$ cat config.mk
export PLATFORM = sky130hd
export DESIGN_NAME = ffha_ctrl
export DESIGN_NICKNAME = d
export VERILOG_FILES = /design/src/sv/ffha_pkg.sv /design/src/sv/ffha_ctrl.sv
export SDC_FILE = /design/constraint.sdc
export NUM_CORES = 1
export LEC_CHECK = 0
export BUFFER_PORTS_ARGS = -buffer_cell sky130_fd_sc_hd__buf_2
export CORE_MARGIN = 2
export CORE_UTILIZATION = 40
export DETAILED_ROUTE_END_ITERATION = 12
export HOLD_SLACK_MARGIN = 0.08
export SYNTH_ARGS = -nofsm -noshare
export SYNTH_HDL_FRONTEND = slang
export SYNTH_SLANG_ARGS = --single-unit
$ cat constraint.sdc
create_clock -name clk -period 2.65 [get_ports clk]
set_input_delay 0.1325 -clock clk [delete_from_list [all_inputs] [get_ports clk]]
set_output_delay 0.1325 -clock clk [all_outputs]
set_load 0.05 [all_outputs]
$ cat src/sv/ffha_pkg.sv
package ffha_pkg;

  localparam int ARENA_GRANULES = 4096;
  localparam int AW = $clog2(ARENA_GRANULES);
  localparam int VW = AW + 1;
  localparam int SW = VW + 1;
  localparam int WW = 29;
  localparam int MIN_GRAN = 3;
  localparam int GRAN_BYTES = 16;
  localparam int TAG_OVERHEAD = 24;

  localparam logic [VW-1:0] NIL = VW'(ARENA_GRANULES);
  localparam logic [SW-1:0] NIL_S = SW'(ARENA_GRANULES);

  localparam logic [1:0] ACT_ALLOC = 2'd0;
  localparam logic [1:0] ACT_FREE = 2'd1;
  localparam logic [1:0] ACT_RESIZE = 2'd2;

  typedef enum logic [1:0] {
    ST_OK,
    ST_NULL,
    ST_OOM,
    ST_BADPTR
  } status_t;

  typedef enum logic [4:0] {
    S_CLEAR,
    S_IDLE,
    S_DISPATCH,
    S_GRAB,
    S_GRAB_SZ,
    S_WALK,
    S_WALK_EV,
    S_SPLIT_CHK,
    S_SPLIT2,
    S_SPLIT3,
    S_AFTER,
    S_CK0,
    S_CK1,
    S_CK2,
    S_RSZ0,
    S_RSZ1,
    S_REL0,
    S_REL1,
    S_REL2,
    S_REL3,
    S_REL4,
    S_REL5,
    S_REL6,
    S_REL7,
    S_DONE
  } state_t;

  typedef enum logic [4:0] {
    CMD_NOP,
    CMD_CLEAR,
    CMD_LATCH,
    CMD_INIT,
    CMD_WALK_START,
    CMD_READ_B,
    CMD_WALK_NEXT,
    CMD_TAKE,
    CMD_SPLIT1,
    CMD_SPLIT2,
    CMD_PUSHB_C,
    CMD_NOSPLIT,
    CMD_RELOC,
    CMD_READ_G,
    CMD_READ_FOOT,
    CMD_INPLACE,
    CMD_READ_NX,
    CMD_GROW,
    CMD_FREE_MARK,
    CMD_MERGE_NX,
    CMD_READ_PREVF,
    CMD_READ_PB,
    CMD_MERGE_PV,
    CMD_REL_TAG,
    CMD_PUSHB_G,
    CMD_OUT
  } cmd_op_t;

  typedef struct packed {
    cmd_op_t op;
    logic    st_we;
    status_t st;
  } cmd_t;

  typedef struct packed {
    logic [1:0] act;
    logic off_zero;
    logic n_zero;
    logic n_big;
    logic started;
    logic pre_ok;
    logic ck1_ok;
    logic ck2_ok;
    logic walk_end;
    logic walk_fit;
    logic split_ok;
    logic grow;
    logic inplace;
    logic nx_in;
    logic grow_fit;
    logic rd_free;
    logic g_nz;
    logic prev_ok;
    logic out_busy;
    logic clr_last;
  } stat_t;

endpackage

$ cat src/sv/ffha_ctrl.sv
module ffha_ctrl (
  input  logic            clk,
  input  logic            rst,
  input  logic            in_valid,
  output logic            in_ready,
  input  ffha_pkg::stat_t stat,
  output ffha_pkg::cmd_t  cmd
);
  import ffha_pkg::*;

  state_t state, state_next;
  logic   is_resize;

  assign is_resize = (stat.act == ACT_RESIZE);
  assign in_ready = (state == S_IDLE);

  always_ff @(posedge clk) begin
    if (rst) begin
      state <= S_CLEAR;
    end else begin
      state <= state_next;
    end
  end

  always_comb begin
    state_next = state;
    unique case (state)
      S_CLEAR: if (stat.clr_last) state_next = S_IDLE;
      S_IDLE: if (in_valid) state_next = S_DISPATCH;
      S_DISPATCH: begin
        case (stat.act)
          ACT_ALLOC: state_next = S_GRAB;
          ACT_FREE: state_next = stat.off_zero ? S_DONE : S_CK0;
          ACT_RESIZE: state_next = stat.off_zero ? S_GRAB : S_CK0;
          default: state_next = S_DONE;
        endcase
      end
      S_GRAB: state_next = stat.n_zero ? S_DONE : S_GRAB_SZ;
      S_GRAB_SZ: state_next = stat.n_big ? S_DONE : S_WALK;
      S_WALK: state_next = stat.walk_end ? S_DONE : S_WALK_EV;
      S_WALK_EV: state_next = stat.walk_fit ? S_SPLIT_CHK : S_WALK;
      S_SPLIT_CHK: state_next = stat.split_ok ? S_SPLIT2 : S_AFTER;
      S_SPLIT2: state_next = S_SPLIT3;
      S_SPLIT3: state_next = S_AFTER;
      S_AFTER: begin
        if (!stat.grow && is_resize && !stat.off_zero) state_next = S_REL0;
        else state_next = S_DONE;
      end
      S_CK0: state_next = stat.pre_ok ? S_CK1 : S_DONE;
      S_CK1: state_next = stat.ck1_ok ? S_CK2 : S_DONE;
      S_CK2: begin
        if (!stat.ck2_ok) state_next = S_DONE;
        else if (is_resize && !stat.n_zero) state_next = S_RSZ0;
        else state_next = S_REL0;
      end
      S_RSZ0: begin
        if (stat.inplace) state_next = S_DONE;
        else if (stat.nx_in) state_next = S_RSZ1;
        else state_next = S_GRAB;
      end
      S_RSZ1: state_next = stat.grow_fit ? S_SPLIT_CHK : S_GRAB;
      S_REL0: state_next = S_REL1;
      S_REL1: state_next = stat.nx_in ? S_REL2 : S_REL3;
      S_REL2: state_next = S_REL3;
      S_REL3: state_next = stat.g_nz ? S_REL4 : S_REL6;
      S_REL4: state_next = stat.prev_ok ? S_REL5 : S_REL6;
      S_REL5: state_next = S_REL6;
      S_REL6: state_next = S_REL7;
      S_REL7: state_next = S_DONE;
      S_DONE: if (!stat.out_busy) state_next = S_IDLE;
      default: state_next = S_IDLE;
    endcase
  end

  always_comb begin
    cmd.op = CMD_NOP;
    cmd.st_we = 1'b0;
    cmd.st = ST_OK;
    unique case (state)
      S_CLEAR: cmd.op = CMD_CLEAR;
      S_IDLE: if (in_valid) cmd.op = CMD_LATCH;
      S_DISPATCH: ;
      S_GRAB: begin
        if (stat.n_zero) begin
          cmd.st_we = 1'b1; cmd.st = ST_NULL;
        end else if (!stat.started) begin
          cmd.op = CMD_INIT;
        end
      end
      S_GRAB_SZ: begin
        if (stat.n_big) begin
          cmd.st_we = 1'b1; cmd.st = ST_OOM;
        end else begin
          cmd.op = CMD_WALK_START;
        end
      end
      S_WALK: begin
        if (stat.walk_end) begin
          cmd.st_we = 1'b1; cmd.st = ST_OOM;
        end else begin
          cmd.op = CMD_READ_B;
        end
      end
      S_WALK_EV: cmd.op = stat.walk_fit ? CMD_TAKE : CMD_WALK_NEXT;
      S_SPLIT_CHK: cmd.op = stat.split_ok ? CMD_SPLIT1 : CMD_NOSPLIT;
      S_SPLIT2: cmd.op = CMD_SPLIT2;
      S_SPLIT3: cmd.op = CMD_PUSHB_C;
      S_AFTER: if (!stat.grow && is_resize && !stat.off_zero) cmd.op = CMD_RELOC;
      S_CK0: begin
        if (stat.pre_ok) cmd.op = CMD_READ_G;
        else begin cmd.st_we = 1'b1; cmd.st = ST_BADPTR; end
      end
      S_CK1: begin
        if (stat.ck1_ok) cmd.op = CMD_READ_FOOT;
        else begin cmd.st_we = 1'b1; cmd.st = ST_BADPTR; end
      end
      S_CK2: if (!stat.ck2_ok) begin cmd.st_we = 1'b1; cmd.st = ST_BADPTR; end
      S_RSZ0: begin
        if (stat.inplace) cmd.op = CMD_INPLACE;
        else if (stat.nx_in) cmd.op = CMD_READ_NX;
      end
      S_RSZ1: if (stat.grow_fit) cmd.op = CMD_GROW;
      S_REL0: cmd.op = CMD_FREE_MARK;
      S_REL1: if (stat.nx_in) cmd.op = CMD_READ_NX;
      S_REL2: if (stat.rd_free) cmd.op = CMD_MERGE_NX;
      S_REL3: if (stat.g_nz) cmd.op = CMD_READ_PREVF;
      S_REL4: if (stat.prev_ok) cmd.op = CMD_READ_PB;
      S_REL5: if (stat.rd_free) cmd.op = CMD_MERGE_PV;
      S_REL6: cmd.op = CMD_REL_TAG;
      S_REL7: begin
        cmd.op = CMD_PUSHB_G;
        if (is_resize && stat.n_zero) begin cmd.st_we = 1'b1; cmd.st = ST_NULL; end
      end
      S_DONE: if (!stat.out_busy) cmd.op = CMD_OUT;
      default: ;
    endcase
  end

`ifndef ASSERT_OFF
  a_latch_idle: assert property (@(posedge clk) disable iff (rst)
    cmd.op == CMD_LATCH |=> state == S_DISPATCH)
    else $error("request latched outside dispatch flow");
  a_out_done: assert property (@(posedge clk) disable iff (rst)
    cmd.op == CMD_OUT |=> state == S_IDLE)
    else $error("result load did not return to idle");
  a_clear_first: assert property (@(posedge clk) disable iff (rst)
    state == S_CLEAR |-> !in_ready)
    else $error("request taken during the clearing pass");
`endif

endmodule

# Word level (Yosys, flattened, before mapping)
# Cells that the tools add are included.
dict set report word_totals {
  wordCells 90
  output_inout_bits 9
  regBits 5
  inputBits 24
}
dict set report classes {
  eq_ne 29
  n_mux 50
  reduce_logical 10
}
# operator n
set ops {}
lappend ops {{case mux 5 bit (25 select lines)} 1}
lappend ops {{case mux 5 bit (23 select lines)} 1}
lappend ops {{2-to-1 mux 5 bit} 21}
lappend ops {{equality test 5 bit (second input constant)} 9}
lappend ops {{equality test 5 x 4 -> 1 bit (second input constant)} 8}
lappend ops {{2-to-1 mux 3 bit} 10}
lappend ops {{2-to-1 mux 4 bit} 6}
lappend ops {{case mux 3 bit (7 select lines)} 1}
lappend ops {{equality test 5 x 3 -> 1 bit (second input constant)} 4}
lappend ops {{case mux 5 bit (3 select lines)} 1}
lappend ops {{2-to-1 mux 2 bit} 7}
lappend ops {{equality test 5 x 2 -> 1 bit (second input constant)} 2}
lappend ops {{!= test 2 bit (second input constant)} 3}
lappend ops {{equality test 5 x 1 -> 1 bit (second input constant)} 1}
lappend ops {{zero test 5 bit} 1}
lappend ops {{logical AND 1 bit} 4}
lappend ops {{zero test 1 bit} 3}
lappend ops {{AND reduction 3 bit} 1}
lappend ops {{equality test 2 x 1 -> 1 bit (second input constant)} 1}
lappend ops {{equality test 2 bit (second input constant)} 1}
lappend ops {{zero test 2 bit} 1}
lappend ops {{2-to-1 mux 1 bit} 2}

# Longest topological paths before layout
# Gate-level depths: netlist of the first run.
dict set report logic_depth {
  ltp_word 5
  ltp_mapped 7
  depth_no_buf 4
}

# Worst setup path after synthesis of the first run
# No wires, ideal clock.
dict set report synth_timing {
  path_type {register to output}
  from {register state[4]}
  to {output cmd[0] (netlist name)}
  path_buffers 1
  t_required_ns 2.518
  arrival_time_ns 2.693
  path_slack_ns -0.175
  stages_incl_launch_ff 4
  path_cell_list {dfxtp_1 > buf_6 > or3b_1 > o311ai_0}
}
# element line
set synth_lines {}
lappend synth_lines {{from (decl)} ffha_ctrl.sv:11} ;# state_t state, state_next;
lappend synth_lines {{from (signal assigned)} ffha_ctrl.sv:21} ;# state <= state_next;
lappend synth_lines {{to (decl)} ffha_ctrl.sv:7} ;# output ffha_pkg::cmd_t cmd

==> results by group, run 1 <==
Placement
  • PortBufs: 32
  • Worst slack, placed: 0.501 ns
  • Detailed placement HPWL: 2910 um
  • Routability cong.: 0.979
  • Dpl cells: 221

STA
  • Pins Over Slew Limit: 0
  • Slew headroom: 0.547
  • Final setup viols: 0
  • Shortest period the worst path allows: 2.46 ns
  • TNS Setup: 0 ns
  • Fin. Hold Viols: 0
  • Clock skew: 0.00132 ns
  • Period utilization: 0.928
  • Fin worst setup slack: 0.191 ns
  • RSZ-0062 raised after global routing: no
  • Max Fclk: 407 MHz
  • Slew @ Worst Pin: 0.679 ns

Setup path
  • Crit. End Element: primary output
  • Worst Reg-to-Reg Cells: 4
  • CP Data Arrival Time: 2.33 ns
  • Worst Path Required: 2.52 ns
  • Crit-path max cell delay: 0.53 ns
  • CP bufs+invs: 1
  • Worst Path Max Fanout: 21
  • Critical Path Stages: 5
  • Worst path top cell family by delay: simple AND/OR/NAND/NOR gates
  • CP max stage cell: or3b_4
  • Crit-path cells: or3b_4, or4_1, and3_1, o211ai_1, buf_2
  • Crit path launch type: flip-flop
  • Setup CP Type: reg -> out

Logic synthesis
  • Synth Flop Type: dfxtp_1
  • Netlist cell types: 52
  • Synth Instances: 164
  • Post-synthesis sequential area ratio: 0.0904
  • Avg Cell Area, Syn: 6.75 um^2
  • Ys async rst share: 0
  • Synth warn: 0
  • EDFF count, synth: 0
  • Post-synth net total: 188
  • FF+latch count, synth: 5
  • Mapped Area: 1110 um^2

Final layout
  • Most frequent cells in the layout: buf_2 (32), nand2_1 (11), o21ai_0 (10), buf_4 (9)
  • Most common cell after layout, fill and taps aside: buf_2
  • Largest register FFs: 5
  • Layout cells sized above 1: 0.237
  • Biggest regs: state: 5 flops
  • Final cell count without fillers: 225
  • Nets: 219
  • Top reg by flops: state
  • Area delta synth->final: 19.0%
  • ANT cells: 0

Clock tree
  • Clock Tree Buf Depth: 2
  • Clock latency on the worst-skew pair: 0.24 ns
  • CTS Hold Bufs: 0
  • CTS tree: built
  • Clk slew on worst S/H paths: 0.05 ns
  • Post-cts gate resize count: 0
  • Clock Root Buffer: clkbuf_4
  • Clk sinks: 5
  • Setup bufs post-CTS: 0
  • # H-tree levels: 1
  • Num CTS Buffers: 3

GRT
  • Initial antenna violation count: 0
  • Largest net degree at the start of global routing: 29
  • Number of global-route vias before repair: 1358
  • Remaining global-route overflow: 0
  • Global-route wire length before repair: 6460 um
  • GRT Total Usage: 0.249

Drt
  • Post-DRT Antenna Nets: 0
  • Max Used Layer: met4
  • Pre-antenna DRT Iters: 5
  • Metal-1 WL: 1640 um
  • Metal2 WL: 1740 um
  • Final WL: 3820 um
  • Via Count: 1511
  • Post-route DRC violation count: 0
  • WL met3: 343 um
  • Initial drt markers: 97
  • Post-DR vias/cell: 6.72
  • WL/cell: 17.0 um

Floorplan
  • Initial Utilization: 0.412
  • Die X: 56.6 um
  • Die height: 56.6 um
  • Core footprint: 2690 um^2
  • I/O pin cnt: 33
  • Die area: 3210 um^2
  • Std cell rows: 19

Hold path
  • Worst hold path type: in -> reg
  • Hold Crit Depth: 2

Power and ir drop
  • Pwr Total: 0.00114 W
  • Static leakage: 0.512 nW
  • Power per cell area: 866 nW/um^2
  • Worst IR drop on VDD: 742 uV

Status
  • Status: complete, no violations

Run
  • Max_cap viols: 0
[stage by stage]
stage | util | hold WS, ns | area, um^2
after floorplan | - | 0.202 | 1110
after global placement | 0.481 | 0.395 | 1290
after detailed placement | 0.481 | 0.392 | 1290
after CTS | 0.490 | 0.136 | 1320
after global routing | 0.490 | 0.150 | 1320
final | 0.490 | 0.153 | 1320
[report_power, final]
group | leakage [nW] | internal [W] | total [W] | switching, W
clock network | 0.0150 | 0.0000571 | 0.0000913 | 0.0000342
registers | 0.0407 | 0.0000993 | 0.000148 | 0.0000487
logic | 0.456 | 0.000310 | 0.000901 | 0.000591
total | 0.512 | 0.000467 | 0.00114 | 0.000674
[logic make-up after synthesis]
| kind of cell | count (synthesis) | share of synthesized area |
|---|---|---|
| compound gates | 55 | 0.351 |
| simple gates | 78 | 0.431 |
| buf+inv | 23 | 0.102 |
| xor+xnor | 1 | 0.00791 |
| flops | 5 | 0.0904 |
| mux | 2 | 0.0181 |
[per-layer routing]
layer,vias to the layer above,GRT usage
li1,712,-
met1,699,0.352
met2,88,0.350
met4,0,0.129
met3,12,0.0507
met5,-,0
[Yosys cell counts (3+ instances only)]
| cell | n | area, um^2 |
|---|---|---|
| nor3_1 | 8 | 40.0 |
| nor3b_1 | 4 | 30.0 |
| nor2_1 | 7 | 26.3 |
| clkbuf_1 | 3 | 11.3 |
| nor2b_1 | 5 | 31.3 |
| buf_2 | 9 | 45.0 |
| a31oi_1 | 6 | 37.5 |
| and3_1 | 3 | 18.8 |
| nand3_1 | 5 | 25.0 |
| dfxtp_1 | 5 | 100 |
| or3_1 | 3 | 18.8 |
| nand2b_1 | 8 | 50.1 |
| nand4_1 | 5 | 31.3 |
| o211ai_1 | 3 | 22.5 |
| inv_1 | 8 | 30.0 |
| nor4_1 | 4 | 25.0 |
| a221oi_1 | 4 | 35.0 |
| a21oi_1 | 8 | 40.0 |
| o21ai_0 | 10 | 50.1 |
| nand2_1 | 11 | 41.3 |
| and3b_1 | 3 | 26.3 |
[worst paths after layout]
path	to	slack [ns]	start
max	cmd[4]	0.19	state[4]$_SDFFE_PP0P_
min	state[4]$_SDFFE_PP0P_	0.15	rst
max reg2reg	state[1]$_SDFFE_PP0P_	0.66	state[4]$_SDFFE_PP0P_
min reg2reg	state[1]$_SDFFE_PP0P_	0.74	state[0]$_SDFFE_PP0P_
[worst reg2reg max path, delay by kind of cell (launching register included)]
| family | cells | cell delay [ns] |
|---|---|---|
| AOI/OAI and AO/OA | 3 | 0.89 |
| buffers and inverters | 1 | 0.26 |
| DFF | 1 | 0.75 |
[final cells by class]
class | count | area [um^2]
Clock buffer | 4 | 26.3
Tap cell | 31 | 38.8
Timing Repair Buffer | 41 | 228
Inverter | 8 | 30.0
Sequential cell | 5 | 100
Multi-Input combinational cell | 136 | 895
Fill cell | 304 | 1370
No activity file was read; power rests on OpenSTA's default activity.
==> inputs of run 2 (changes only) <==
--- a/config.mk
+++ b/config.mk
@@ -5,10 +5,10 @@
 export SDC_FILE = /design/constraint.sdc
 export NUM_CORES = 1
 export LEC_CHECK = 0
-export BUFFER_PORTS_ARGS = -buffer_cell sky130_fd_sc_hd__buf_2
 export CORE_MARGIN = 2
 export CORE_UTILIZATION = 40
 export DETAILED_ROUTE_END_ITERATION = 12
+export DONT_BUFFER_PORTS = 1
 export HOLD_SLACK_MARGIN = 0.08
 export SYNTH_ARGS = -nofsm -noshare
 export SYNTH_HDL_FRONTEND = slang
==> constraint.sdc (replaced) <==
create_clock -name clk -period 2.5 [get_ports clk]
set_input_delay 0.125 -clock clk [delete_from_list [all_inputs] [get_ports clk]]
set_output_delay 0.125 -clock clk [all_outputs]
set_load 0.05 [all_outputs]
==> run 2 against run 1 <==
Worst setup slack improved by 0.012 ns. Clock skew barely moved. Critical path depth did not move. Non-clock buffer count down 23. Final cell count is 10% lower. First-iteration DRC count is 39% higher. Sequential cell count unchanged. Clock-buffer cell count is the same. Total power grew 13%. Worst hold slack gained 0.0075 ns.
==> results by group, run 2 (synthesized netlist as in run 1, its figures left out) <==
Drt
  • Initial drt markers: 135
  • Post-DR vias/cell: 7.06
  • Via Count: 1426
  • Post-DRT Antenna Nets: 0
  • Final WL: 3850 um
  • Post-route DRC violation count: 0
  • WL/cell: 19.1 um
  • Pre-antenna DRT Iters: 5

Floorplan
  • Die height: 56.6 um
  • Initial Utilization: 0.412
  • Die area: 3210 um^2
  • Die X: 56.6 um
  • Core footprint: 2690 um^2
  • Std cell rows: 19
  • I/O pin cnt: 33

GRT
  • Number of global-route vias before repair: 1244
  • Largest net degree at the start of global routing: 29
  • Remaining global-route overflow: 0
  • Global-route wire length before repair: 6150 um
  • Initial antenna violation count: 0
  • GRT Total Usage: 0.238

Final layout
  • Most common cell after layout, fill and taps aside: buf_4
  • Top reg by flops: state
  • Area delta synth->final: 16.3%
  • Largest register FFs: 5
  • Most frequent cells in the layout: buf_4 (13), nand2_1 (11), o21ai_0 (10)
  • Layout cells sized above 1: 0.146
  • Finished Cell Area: 1290 um^2
  • Nets: 196
  • ANT cells: 0
  • Final cell count without fillers: 202
  • Biggest regs: state: 5 flops

STA
  • Slew @ Worst Pin: 0.697 ns
  • Max Fclk: 435 MHz
  • Fin. Hold Viols: 0
  • Period utilization: 0.919
  • Pins Over Slew Limit: 0
  • Slew headroom: 0.531
  • Clock skew: 0.00127 ns
  • Shortest period the worst path allows: 2.30 ns
  • TNS Setup: 0 ns
  • Hold Slack: 0.161 ns
  • RSZ-0062 raised after global routing: no
  • Final setup viols: 0

Setup path
  • Worst R2R Setup Slack: 0.59 ns
  • Worst Path Max Fanout: 11
  • Setup CP Type: reg -> out
  • Crit path launch type: flip-flop
  • CP Data Arrival Time: 2.17 ns
  • Worst Reg-to-Reg Cells: 4
  • Reg-to-reg endpoint: state[0]$_SDFFE_PP0P_
  • Crit. End Element: primary output
  • FF-to-FF Start: state[2]$_SDFFE_PP0P_
  • Worst Path Required: 2.38 ns

Power and ir drop
  • Sw Pwr: 0.000720 W
  • Combinational share of power: 0.798
  • Power per cell area: 1000 nW/um^2
  • Worst IR drop on VDD: 677 uV
  • Clock power frac: 0.074
  • Pint: 0.000570 W
  • Static leakage: 0.439 nW
  • Sw frac: 0.558
  • Register share of total power: 0.128

Clock tree
  • Clk slew on worst S/H paths: 0.05 ns
  • CTS tree: built
  • # H-tree levels: 1
  • Clk sinks: 5
  • Clock Tree Buf Depth: 2
  • Clock Root Buffer: clkbuf_4
  • Num CTS Buffers: 3
  • Clock latency on the worst-skew pair: 0.24 ns

Placement
  • Dpl cells: 197
  • PortBufs: 0
  • Post-DP Area: 1250 um^2
  • Detailed placement HPWL: 3020 um
  • Routability cong.: 1.05

Run
  • Max_cap viols: 0

Hold path
  • Hold Crit Depth: 3
  • Worst hold path type: in -> reg
  • WHS Endpoint: state[1]$_SDFFE_PP0P_
  • Hold path start: in_valid

Status
  • Status: complete, no violations
## run 2: changes by cell type in the layout (fill, tap and decap cells not counted)
| cell | delta |
|---|---|
| o311ai_1 | -1 |
| dfxtp_2 | +2 |
| dlygate4sd3_1 | +1 |
| buf_4 | +4 |
| buf_12 | +4 |
| dfxtp_1 | -2 |
| buf_2 | -32 |
| o311ai_2 | +1 |
## run 2: how the worst max path moves through the flow
stage / startpoint / end / slack, ns
after floorplan: state[4]$_SDFFE_PP0P_ / cmd[0] / 0.28
after global placement: state[4]$_SDFFE_PP0P_ / cmd[4] / 0.37
after detailed placement: state[2]$_SDFFE_PP0P_ / cmd[1] / 0.38
after CTS: state[2]$_SDFFE_PP0P_ / cmd[1] / 0.11
after global routing: state[0]$_SDFFE_PP0P_ / cmd[4] / 0.12
final: state[0]$_SDFFE_PP0P_ / cmd[4] / 0.20
## run 2: layout make-up
cell class | count | area [um^2]
fill | 275 | 1400
multi-input combinational | 136 | 902
timing repair buffer | 18 | 188
sequential | 5 | 103
tap | 31 | 38.8
inverter | 8 | 30.0
clock buffer | 4 | 26.3
## run 2: power groups by stage
| stage | Sequential, W | Combinational [W] | Clock (W) |
|---|---|---|---|
| after global placement | 0.000160 | 0.00101 | 0 |
| after detailed placement | 0.000161 | 0.00101 | 0 |
| after global routing | 0.000169 | 0.00109 | 0.000107 |
| after CTS | 0.000161 | 0.00102 | 0.0000984 |
| after floorplan | 0.000122 | 0.000744 | 0 |
| final | 0.000165 | 0.00103 | 0.0000955 |
## run 2: worst max-delay path, cell delays in order, from the launching register on
cell and delay [ns]:
dfxtp_1 0.53, nand2b_1 0.27, or4_1 0.54, and3_1 0.24, o211ai_1 0.17, buf_12 0.18
## run 2: metal layers
layer / track usage / part of all wire
met3: 0.0392 / 0.11
met1: 0.351 / 0.42
met4: 0.0306 / 0.012
met5: 0 / 0
met2: 0.372 / 0.47
## run 2: per-stage QoR
step | setup WS, ns | power, W | util
floorplan | 0.281 | 0.000866 | -
global placement | 0.374 | 0.00117 | 0.465
detailed placement | 0.384 | 0.00117 | 0.465
CTS | 0.108 | 0.00128 | 0.478
global route | 0.116 | 0.00137 | 0.479
finish | 0.203 | 0.00129 | 0.479
## run 2: repair_timing
| action | in CTS | in global routing |
|---|---|---|
| setup endpoints to repair | 0 | 2 |
| gates resized for setup | 0 | 2 |
| hold buffers | 1 | 0 |
| buffers inserted | 0 | 0 |
| endpoints found under the hold margin | 5 | 0 |
